[config.mk]
export PLATFORM = sky130hd
export DESIGN_NAME = binary_to_decimal_ascii_unit_flat
export DESIGN_NICKNAME = d
export VERILOG_FILES = /design/src/sv/b2da_pkg.sv /design/src/sv/b2da_if.sv /design/src/sv/b2da_dabble.sv /design/src/sv/binary_to_decimal_ascii_unit.sv /design/src/flat_wrapper.sv
export SDC_FILE = /design/constraint.sdc
export NUM_CORES = 1
export LEC_CHECK = 0
export BUFFER_PORTS_ARGS = -buffer_cell sky130_fd_sc_hd__buf_2
export CELL_PAD_IN_SITES_DETAIL_PLACEMENT = 1
export CELL_PAD_IN_SITES_GLOBAL_PLACEMENT = 2
export CORE_ASPECT_RATIO = 1.75
export CORE_MARGIN = 4
export CORE_UTILIZATION = 43
export CTS_BUF_LIST = sky130_fd_sc_hd__clkbuf_4 sky130_fd_sc_hd__clkbuf_8
export DETAILED_ROUTE_END_ITERATION = 6
export PLACE_DENSITY_LB_ADDON = 0.1
export SETUP_SLACK_MARGIN = 0.02
export SYNTH_ARGS = -nofsm -noshare
export SYNTH_HDL_FRONTEND = slang
export SYNTH_HIERARCHICAL = 1
export SYNTH_SLANG_ARGS = --single-unit
[constraint.sdc]
create_clock -name clk_i -period 4 [get_ports clk_i]
set_input_delay 0.2 -clock clk_i [delete_from_list [all_inputs] [get_ports clk_i]]
set_output_delay 0.2 -clock clk_i [all_outputs]
set_load 0.02 [all_outputs]
[src/sv/b2da_pkg.sv]
// Shared constants and types for the binary to decimal ASCII converter.
package b2da_pkg;

  // Width of the input field and of the value actually converted.
  localparam int unsigned NUMBER_W    = 32;
  localparam int unsigned NUMBER_BITS = 32;
  localparam int unsigned EXT_W       = (NUMBER_BITS > NUMBER_W) ? NUMBER_BITS : NUMBER_W;

  // Enough decimal digits for the largest NUMBER_BITS-bit value.
  localparam int unsigned NUM_DIGITS  = (NUMBER_BITS * 30103) / 100000 + 1;
  localparam int unsigned BCD_W       = 4 * NUM_DIGITS;
  localparam int unsigned BIT_CNT_W   = $clog2(NUMBER_BITS + 1);
  localparam int unsigned DIG_CNT_W   = $clog2(NUM_DIGITS + 1);

  localparam int unsigned CHAR_W      = 6;
  localparam int unsigned ASCII_ZERO  = 48;

  typedef logic [NUMBER_W-1:0] number_t;
  typedef logic [CHAR_W-1:0]   char_t;
  typedef logic [3:0]          digit_t;

  // Requests from the sequencer to the conversion datapath.
  typedef struct packed {
    logic load;
    logic digit_shift;
  } dab_cmd_t;

  // Status from the conversion datapath.
  typedef struct packed {
    logic   done;
    digit_t top_digit;
  } dab_sts_t;

  typedef enum logic [3:0] {
    ST_IDLE = 4'b0001,
    ST_CONV = 4'b0010,
    ST_SKIP = 4'b0100,
    ST_EMIT = 4'b1000
  } state_e;

endpackage

[src/sv/b2da_if.sv]
// Handshake channel interfaces for numbers in and digit characters out.
interface b2da_num_if;
  logic                              valid;
  logic                              ready;
  logic [b2da_pkg::NUMBER_W-1:0]     number;

  modport source (output valid, output number, input ready);
  modport sink   (input valid, input number, output ready);
endinterface

interface b2da_chr_if;
  logic                              valid;
  logic                              ready;
  logic [b2da_pkg::CHAR_W-1:0]       digit_char;
  logic                              last_digit;

  modport source (output valid, output digit_char, output last_digit, input ready);
  modport sink   (input valid, input digit_char, input last_digit, output ready);
endinterface

[src/sv/b2da_dabble.sv]
// Bit-serial double-dabble converter with a digit-wide shift-out path.
module b2da_dabble (
  input  logic                      clk_i,
  input  logic                      rst_ni,
  input  b2da_pkg::dab_cmd_t        cmd_i,
  input  logic [b2da_pkg::NUMBER_W-1:0] number_i,
  output b2da_pkg::dab_sts_t        sts_o
);
  import b2da_pkg::*;

  logic [NUMBER_BITS-1:0] bin_q, bin_d;
  logic [BCD_W-1:0]       bcd_q, bcd_d;
  logic [BCD_W-1:0]       bcd_adj;
  logic [BIT_CNT_W-1:0]   cnt_q, cnt_d;
  logic                   conv_q, conv_d;
  logic [EXT_W-1:0]       num_ext;

  assign num_ext = EXT_W'(number_i);

  // Add three to every digit of five or more before the next doubling.
  always_comb begin
    digit_t d;
    for (int i = 0; i < NUM_DIGITS; i++) begin
      d = bcd_q[4*i +: 4];
      if (d inside {[4'd5:4'd9]}) begin
        bcd_adj[4*i +: 4] = d + 4'd3;
      end else begin
        bcd_adj[4*i +: 4] = d;
      end
    end
  end

  always_comb begin
    bin_d  = bin_q;
    bcd_d  = bcd_q;
    cnt_d  = cnt_q;
    conv_d = conv_q;
    if (cmd_i.load) begin
      bin_d  = num_ext[NUMBER_BITS-1:0];
      bcd_d  = '0;
      cnt_d  = BIT_CNT_W'(NUMBER_BITS);
      conv_d = 1'b1;
    end else if (conv_q) begin
      bcd_d = {bcd_adj[BCD_W-2:0], bin_q[NUMBER_BITS-1]};
      bin_d = {bin_q[NUMBER_BITS-2:0], 1'b0};
      cnt_d = cnt_q - BIT_CNT_W'(1);
      if (cnt_q == BIT_CNT_W'(1)) begin
        conv_d = 1'b0;
      end
    end else if (cmd_i.digit_shift) begin
      bcd_d = {bcd_q[BCD_W-5:0], 4'd0};
    end
  end

  always_ff @(posedge clk_i or negedge rst_ni) begin
    if (!rst_ni) begin
      conv_q <= 1'b0;
      cnt_q  <= '0;
    end else begin
      conv_q <= conv_d;
      cnt_q  <= cnt_d;
    end
  end

  always_ff @(posedge clk_i) begin
    bin_q <= bin_d;
    bcd_q <= bcd_d;
  end

  assign sts_o.done      = conv_q && (cnt_q == BIT_CNT_W'(1));
  assign sts_o.top_digit = bcd_q[BCD_W-1 -: 4];

endmodule

[src/sv/binary_to_decimal_ascii_unit.sv]
// Top level: converts an unsigned number to a run of ASCII decimal digits.
//
//   channel  dir  payload                    role
//   num_i    in   number[31:0]               value to print
//   chr_o    out  digit_char[5:0], last_digit one character, MSD first
//
// A number is loaded, run through the bit-serial double-dabble loop, then
// has its leading zeros dropped one at a time, takes a step to reach the
// digits and sends them one by one; dropped zeros and sent digits always
// add up to NUM_DIGITS.
// The next number is taken once the last digit sits in the output register.
// A stalled output holds the character and pauses the digit sequencer; reset
// clears the sequencer and the output valid, and there is no clearing pass.
module binary_to_decimal_ascii_unit (
  input  logic        clk_i,
  input  logic        rst_ni,
  b2da_num_if.sink    num_i,
  b2da_chr_if.source  chr_o
);
  import b2da_pkg::*;

  state_e               state_q, state_d;
  logic [DIG_CNT_W-1:0] dig_cnt_q, dig_cnt_d;
  logic                 out_valid_q, out_valid_d;
  char_t                out_char_q, out_char_d;
  logic                 out_last_q, out_last_d;
  logic                 out_free;
  dab_cmd_t             cmd;
  dab_sts_t             sts;

  b2da_dabble u_dabble (
    .clk_i    (clk_i),
    .rst_ni   (rst_ni),
    .cmd_i    (cmd),
    .number_i (num_i.number),
    .sts_o    (sts)
  );

  assign num_i.ready = (state_q == ST_IDLE);
  assign out_free    = !out_valid_q || chr_o.ready;

  always_comb begin
    state_d         = state_q;
    dig_cnt_d       = dig_cnt_q;
    out_valid_d     = out_valid_q && !chr_o.ready;
    out_char_d      = out_char_q;
    out_last_d      = out_last_q;
    cmd.load        = 1'b0;
    cmd.digit_shift = 1'b0;
    case (state_q)
      ST_IDLE: begin
        if (num_i.valid) begin
          cmd.load = 1'b1;
          state_d  = ST_CONV;
        end
      end
      ST_CONV: begin
        dig_cnt_d = DIG_CNT_W'(NUM_DIGITS);
        if (sts.done) begin
          state_d = ST_SKIP;
        end
      end
      ST_SKIP: begin
        // Drop leading zeros but always keep the last digit.
        if (sts.top_digit == 4'd0 && dig_cnt_q != DIG_CNT_W'(1)) begin
          cmd.digit_shift = 1'b1;
          dig_cnt_d       = dig_cnt_q - DIG_CNT_W'(1);
        end else begin
          state_d = ST_EMIT;
        end
      end
      ST_EMIT: begin
        if (out_free) begin
          out_valid_d     = 1'b1;
          out_char_d      = char_t'(ASCII_ZERO) + char_t'(sts.top_digit);
          out_last_d      = (dig_cnt_q == DIG_CNT_W'(1));
          cmd.digit_shift = 1'b1;
          dig_cnt_d       = dig_cnt_q - DIG_CNT_W'(1);
          if (dig_cnt_q == DIG_CNT_W'(1)) begin
            state_d = ST_IDLE;
          end
        end
      end
      default: begin
        state_d = ST_IDLE;
      end
    endcase
  end

  always_ff @(posedge clk_i or negedge rst_ni) begin
    if (!rst_ni) begin
      state_q     <= ST_IDLE;
      dig_cnt_q   <= '0;
      out_valid_q <= 1'b0;
    end else begin
      state_q     <= state_d;
      dig_cnt_q   <= dig_cnt_d;
      out_valid_q <= out_valid_d;
    end
  end

  always_ff @(posedge clk_i) begin
    out_char_q <= out_char_d;
    out_last_q <= out_last_d;
  end

  assign chr_o.valid      = out_valid_q;
  assign chr_o.digit_char = out_char_q;
  assign chr_o.last_digit = out_last_q;

endmodule
[src/flat_wrapper.sv]
// flat-port wrapper written by rule: the top's interface ports become plain ports
module binary_to_decimal_ascii_unit_flat import b2da_pkg::*;
  (clk_i, rst_ni, num_i_valid, num_i_number, num_i_ready, chr_o_valid, chr_o_digit_char, chr_o_last_digit, chr_o_ready);
  b2da_num_if num_i_i ();
  b2da_chr_if chr_o_i ();
  input  logic clk_i;
  input  logic rst_ni;
  input wire logic [$bits(num_i_i.valid)-1:0] num_i_valid;
  input wire logic [$bits(num_i_i.number)-1:0] num_i_number;
  output wire logic [$bits(num_i_i.ready)-1:0] num_i_ready;
  output wire logic [$bits(chr_o_i.valid)-1:0] chr_o_valid;
  output wire logic [$bits(chr_o_i.digit_char)-1:0] chr_o_digit_char;
  output wire logic [$bits(chr_o_i.last_digit)-1:0] chr_o_last_digit;
  input wire logic [$bits(chr_o_i.ready)-1:0] chr_o_ready;
  assign num_i_i.valid = num_i_valid;
  assign num_i_i.number = num_i_number;
  assign num_i_ready = num_i_i.ready;
  assign chr_o_valid = chr_o_i.valid;
  assign chr_o_digit_char = chr_o_i.digit_char;
  assign chr_o_last_digit = chr_o_i.last_digit;
  assign chr_o_i.ready = chr_o_ready;
  binary_to_decimal_ascii_unit u_core (.clk_i(clk_i), .rst_ni(rst_ni), .num_i(num_i_i), .chr_o(chr_o_i));
endmodule
==> flow_summary.toml, run 1 <==
[outcome]
status = "finished clean"

[cells_and_area]
area_delta_synth_final_pct = 9.148
nets = 606
drive_above_1_share_pct = 19.60
antenna_cells = 0

[grt]
globalRouteOverflowTotal = 0
grt_pass1_wl_mm = 20.76
grt_start_max_net_pins = 78
grt_usage_pct = 18.25
grt_pass1_vias = 4214
antenna_found_initial = 0

[timing]
rsz0062_at_grt = "no"
fin_skew_ps = 15.75
fin_crit_ps = 2785
tightest_slew_ps = 965.4
fin_crit_sh_pct = 69.63
setup_viol = 0
hold_ws_ps = 76.36
slew_viol_final = 0
hold_viol_final = 0
fin_tns_setup_ps = 0
relSlewSlack_pct = 35.64
fmax_ghz = 0.3590

[synthesis]
yosysWarnings = 6
synth_edf_count = 37
ys_types = 64
synth_commonest_cells = "nor2_1, a211oi_1, dfxtp_1"
syn_avg_cell_area_sq_um = 10.01
ys_ff_latch = 93
seq_area_frac_synth_pct = 44.51
synthTopCellsByArea = "edfxtp_1, dfxtp_1, dfrtp_1"
syn_inst = 519
syn_area_sq_um = 5197
synth_flop_cell = "dfxtp_1"
yosys.area.top_type_share_pct = 21.38
async_reset_ff_share_pct = 17.20
synth_top_cell_by_area = "edfxtp_1"
synth_most_common_cell = "nor2_1"

[min_path]
hold_end = "u_core/state_q[1]"
whs_path_depth = 3
min_path_type = "input pin to flip-flop"
hold_start = "num_i_valid"

[job]
drv_cap = 0

[detailed_routing]
wl_per_cell_um = 17.57
drtAntennaViolNets = 0
drt-initial-drc-count = 114
drc = 0
drtPass1Iterations = 4
vias_per_cell = 5.723
dr_total_vias = 3926
wl_mm = 12.05

[critical_path]
start_kind = "flip-flop"
endpoint_kind = "flip-flop"
ff2ff_path_depth = 5
worstReg2RegStart = "u_core/state_q[1]"
r2r_end = "u_core/u_dabble/bcd_q[33]"
crit_fanout = 21
rrSetupSlack_ps = 1210
path_class = "flip-flop to flip-flop"
required_ps = 4260
cp.arrival_ps = 3050

[clock_network]
cts_root_buf = "clkbuf_8"
numCtsBuffers = 9
cts_sinks = 93
cts_setup_buffers = 0
clock_latency_ps = 370
cts_max_path_buffers = 2
cts_tree = "built"
htree_levels = 3
clk_pin_slew_ps = 100

[floorplan]
start_util_pct = 44.38
placementRows = 52
dieArea_sq_um = 13980
die-width_um = 91.11
fp.dieH_um = 153.4
io_pins = 45
coreArea_sq_um = 11710

[pwr]
total_power_mw = 4.123
vdd_ir_drop_max_mv = 0.2941
leakage_nw = 2.202
power.density_nw_per_um2 = 726.7

[placement]
place.gp.congestion = 0.7598
dp_hpwl_mm = 8.398
io_buffer_count = 42
[cells in the final DEF, fill, tap and decap left out, types with 3 or more instances in the layout]
cell / synthesis / layout
edfxtp_1: 37 / 37
a31oi_1: 4 / 4
xnor2_1: 4 / 4
nand3b_1: 6 / 6
a211oi_1: 40 / 40
inv_1: 32 / 32
nor3_1: 15 / 15
nor3b_1: 3 / 3
mux2i_1: 11 / 11
o22ai_1: 13 / 13
a21oi_1: 12 / 12
nand2b_1: 16 / 16
nor2_1: 51 / 51
nor4_1: 11 / 11
o21ai_0: 16 / 16
o221ai_1: 9 / 9
inv_6: 0 / 3
nor2b_1: 24 / 24
buf_2: 18 / 42
dfrtp_1: 15 / 14
dfxtp_1: 40 / 40
ha_1: 24 / 24
buf_4: 6 / 5
nand2_1: 9 / 9
clkbuf_8: 0 / 9
o21ai_1: 3 / 3
and3_1: 10 / 10
nand3_1: 11 / 11
mux2_2: 31 / 31
[metrics by stage]
step                cell area (sq um)  utilization [%]  setup slack (ps)  instances
global placement                 5472            46.72              1279        669
detailed placement               5472            46.72              1245        669
CTS                              5673            48.44              1189        686
floorplan                        5201                -              1603        520
finish                           5673            48.44              1215        686
global route                     5673            48.44             989.5        686
[cell families after synthesis]
group | after synthesis | share of synthesized area [%]
AND/OR/NAND/NOR | 172 | 18.13
AO/OA/AOI/OAI | 116 | 16.06
flip-flops | 93 | 44.51
buffers and inverters | 66 | 5.778
multiplexers | 42 | 8.835
adder cells (fa/ha/maj) | 24 | 5.778
XOR/XNOR | 5 | 0.8425
other | 1 | 0.07215
[layout make-up]
| cell class | count | area, sq um |
|---|---|---|
| repair buffers | 49 | 277.8 |
| flip-flops and latches | 93 | 2315 |
| clock buffers | 9 | 123.9 |
| multi-input cells | 361 | 2600 |
| inverters | 32 | 120.1 |
| clock inverters | 7 | 67.56 |
| fillers | 1336 | 6038 |
| well taps | 135 | 168.9 |
[critical path, stage by stage, from the launching register on]
cell and delay [ps]:
dfrtp_1 490, or4b_4 590, o32ai_4 800, buf_4 330, mux2i_1 110, a2111oi_2 360
[worst max-delay path by stage]
stage,from,to
global placement,u_core/u_dabble/bcd_q[37],u_core/u_dabble/bcd_q[27]
detailed placement,u_core/state_q[1],u_core/u_dabble/bcd_q[33]
CTS,u_core/u_dabble/bcd_q[37],u_core/u_dabble/bcd_q[33]
global route,u_core/state_q[1],u_core/u_dabble/bcd_q[33]
floorplan,u_core/u_dabble/bcd_q[37],u_core/u_dabble/bcd_q[10]
finish,u_core/state_q[1],u_core/u_dabble/bcd_q[33]
[power breakdown]
part	internal (mW)	switching [mW]	total (mW)	leakage [nW]
registers	1.45	0.296	1.74	0.911
logic	0.806	0.968	1.77	1.20
clock network	0.240	0.365	0.604	0.0936
total	2.49	1.63	4.12	2.20
[sequential cells by signal, indices dropped and copies added (netlist names)]
| register | flops |
|---|---|
| u_core/u_dabble/bcd_q | 40 |
| u_core/u_dabble/bin_q | 32 |
| u_core/u_dabble/cnt_q | 6 |
| u_core/chr_o.digit_char | 4 |
| u_core/dig_cnt_q | 4 |
| u_core/state_q | 4 |
| u_core/chr_o.last_digit | 1 |
| u_core/chr_o.valid | 1 |
| u_core/u_dabble/conv_q | 1 |
[layer usage]
| metal | vias to the layer above | GRT usage (%) | wire length [um] |
|---|---|---|---|
| met2 | 47 | 33.84 | 6533 |
| met3 | 10 | 3.000 | 278 |
| met4 | 0 | 5.827 | 170 |
| li1 | 1950 | - | - |
| met5 | - | 0 | 0 |
| met1 | 1919 | 21.04 | 5072 |
[timing repair]
item	4_1_cts	5_1_grt
endpoints found under the hold margin	15	0
hold buffers	1	0
resized for setup	0	0
Note: power is estimated with default switching activity, not from simulation.
==> inputs of run 2 (changes only) <==
--- a/config.mk
+++ b/config.mk
@@ -10,7 +10,7 @@
 export CELL_PAD_IN_SITES_GLOBAL_PLACEMENT = 2
 export CORE_ASPECT_RATIO = 1.75
 export CORE_MARGIN = 4
-export CORE_UTILIZATION = 43
+export CORE_UTILIZATION = 40
 export CTS_BUF_LIST = sky130_fd_sc_hd__clkbuf_4 sky130_fd_sc_hd__clkbuf_8
 export DETAILED_ROUTE_END_ITERATION = 6
 export PLACE_DENSITY_LB_ADDON = 0.1
==> constraint.sdc (replaced) <==
create_clock -name clk_i -period 2.8 [get_ports clk_i]
set_input_delay 0.14 -clock clk_i [delete_from_list [all_inputs] [get_ports clk_i]]
set_output_delay 0.14 -clock clk_i [all_outputs]
set_load 0.02 [all_outputs]
==> run 2 against run 1 <==
  * Non-clock buffer count increased by 8
  * Flip-flop and latch count stayed put
  * Critical path depth grew 1
  * Global-route usage is 0.70 points lower
  * Die area grew 7.0%
  * Combinational power is 49% higher
  * Total power increased by 53%
  * Critical endpoint is now u_core/u_dabble/bcd_q[4]
  * Register-to-register slack got worse by 840 ps
  * Worst setup slack got worse by 840 ps
  * Via count rose by 2.5%
  * Highest routed layer unchanged
  * Wire length grew 6.1%
  * Clock skew increased by 0.90 ps
==> flow_summary.toml, run 2 (synthesis gave the netlist of run 1 again) <==
[cells_and_area]
top_regs = "u_core/u_dabble/bcd_q x40, u_core/u_dabble/bin_q x32, u_core/u_dabble/cnt_q x6"
final_common_cell = "nor2_1"
nFillCells = 1461
nets = 614
area_delta_synth_final_pct = 13.36
instances_no_fill = 727
antenna_cells = 0
layout_common_cells = "nor2_1, buf_2, a211oi_1, dfxtp_1, edfxtp_1"
regMostFlops = "u_core/u_dabble/bcd_q"
drive_above_1_share_pct = 20.93
largest_register_ffs = 40
fin_util_pct = 46.63

[critical_path]
ff2ff_path_depth = 6
path_class = "flip-flop to flip-flop"
cp_slowest_cell = "or4_1"
required_ps = 3020
path_buf_inv = 1
worstReg2RegStart = "u_core/u_dabble/bcd_q[37]"
path_cells = "or4_1 > o32ai_4 > buf_4 > nor2_1 > a211oi_1 > a211oi_1"
crit_fanout = 10
rrSetupSlack_ps = 370
start_kind = "flip-flop"
cp_top_family = "compound AO/OA/AOI/OAI gates"
slowest_delay_ps = 660
cp.arrival_ps = 2640
cpMostUsedCell = "a211oi_1"
r2r_end = "u_core/u_dabble/bcd_q[4]"
endpoint_kind = "flip-flop"

[clock_network]
hold_buffers = 1
numCtsBuffers = 9
cts_setup_buffers = 0
clk_pin_slew_ps = 100
cts_root_buf = "clkbuf_8"
cts_tree = "built"
post_cts_resized = 0
cts_max_path_buffers = 2
htree_levels = 3
clock_latency_ps = 370
cts_sinks = 93

[timing]
fin_tns_setup_ps = 0
tightest_slew_ps = 753.6
setup_viol = 0
slew_viol_final = 0
rsz0062_at_grt = "no"
fin_skew_ps = 16.65
fin_crit_ps = 2427
hold_ws_ps = 26.60
fin_crit_sh_pct = 86.69
relSlewSlack_pct = 49.76
hold_viol_final = 0
fmax_ghz = 0.4120

[grt]
grt_usage_pct = 17.55
grt_pass1_wl_mm = 21.19
grt_start_max_net_pins = 74
globalRouteOverflowTotal = 0
grt_pass1_vias = 4222
antenna_found_initial = 0

[detailed_routing]
drt-initial-drc-count = 132
drtPass1Iterations = 4
drtAntennaViolNets = 0
wl_per_cell_um = 17.60
drc = 0
vias_per_cell = 5.535
wl_mm = 12.80
dr_total_vias = 4024

[outcome]
status = "finished clean"

[placement]
io_buffer_count = 42
dp_hpwl_mm = 9.002
place.gp.congestion = 0.7630
numPlacedInstances = 710

[min_path]
hold_start = "num_i_valid"
min_path_type = "input pin to flip-flop"
whs_path_depth = 3
hold_end = "u_core/state_q[1]"

[pwr]
power.density_nw_per_um2 = 1074
vdd_ir_drop_max_mv = 0.3334
leakage_nw = 2.294

[floorplan]
placementRows = 54
fp.dieH_um = 158.8
start_util_pct = 41.14
io_pins = 45
die-width_um = 94.17
dieArea_sq_um = 14950
coreArea_sq_um = 12630

[job]
drv_cap = 0
==> run 2: cell count changes in the layout (fill, tap and decap cells not counted), sizes merged <==
cell / before / now
buf: 48 / 56
bufinv: 0 / 4
inv: 35 / 33
clkinv: 3 / 1
==> run 2: worst max path at each step <==
stage                                         start                   endpoint  cells past startpoint
after floorplan           u_core/u_dabble/bcd_q[37]  u_core/u_dabble/bcd_q[10]                      7
after global placement    u_core/u_dabble/bcd_q[37]   u_core/u_dabble/bcd_q[4]                      6
after detailed placement  u_core/u_dabble/bcd_q[37]   u_core/u_dabble/bcd_q[4]                      6
after CTS                 u_core/u_dabble/bcd_q[37]   u_core/u_dabble/bcd_q[4]                      6
after global routing      u_core/u_dabble/bcd_q[37]  u_core/u_dabble/bcd_q[36]                      6
final                     u_core/u_dabble/bcd_q[37]   u_core/u_dabble/bcd_q[4]                      6
==> run 2: report_power, final <==
group	leakage (nW)	switching, mW	internal [mW]	total, mW
Combinational	1.25	1.44	1.21	2.64
Sequential	0.911	0.418	2.07	2.49
Clock	0.130	0.509	0.688	1.20
==> run 2: final cells by class <==
cell class | count | area (sq um) | share of cell area [%]
tap | 168 | 210.2 | 3.568
inverter | 32 | 120.1 | 2.039
clock buffer | 9 | 123.9 | 2.102
clock inverter | 7 | 145.1 | 2.463
timing repair buffer | 57 | 375.4 | 6.371
multi-input combinational | 361 | 2603 | 44.17
sequential | 93 | 2315 | 39.29
==> run 2: through the flow <==
step           area [sq um]  setup WS (ps)  power [mW]
2_1_floorplan          5201          403.3       4.453
3_3_place_gp           5613          377.1       5.057
3_5_place_dp           5613          352.3       5.188
4_1_cts                5892          356.1       6.406
5_1_grt                5892          196.5       6.838
6_report               5892          372.8       6.326
==> run 2: worst register-to-register path: stages (launching register included) <==
cell and delay [ps]:
dfxtp_1 340, or4_1 660, o32ai_4 630, buf_4 310
nor2_1 60, a211oi_1 210, a211oi_1 70
==> run 2: metal layers <==
layer	track usage (%)	up-vias	share of wire (%)
met4	4.734	0	1.2
met1	20.64	1991	42
met5	0	-	0
met2	32.28	54	54
met3	2.746	11	2.7
li1	-	1968	-
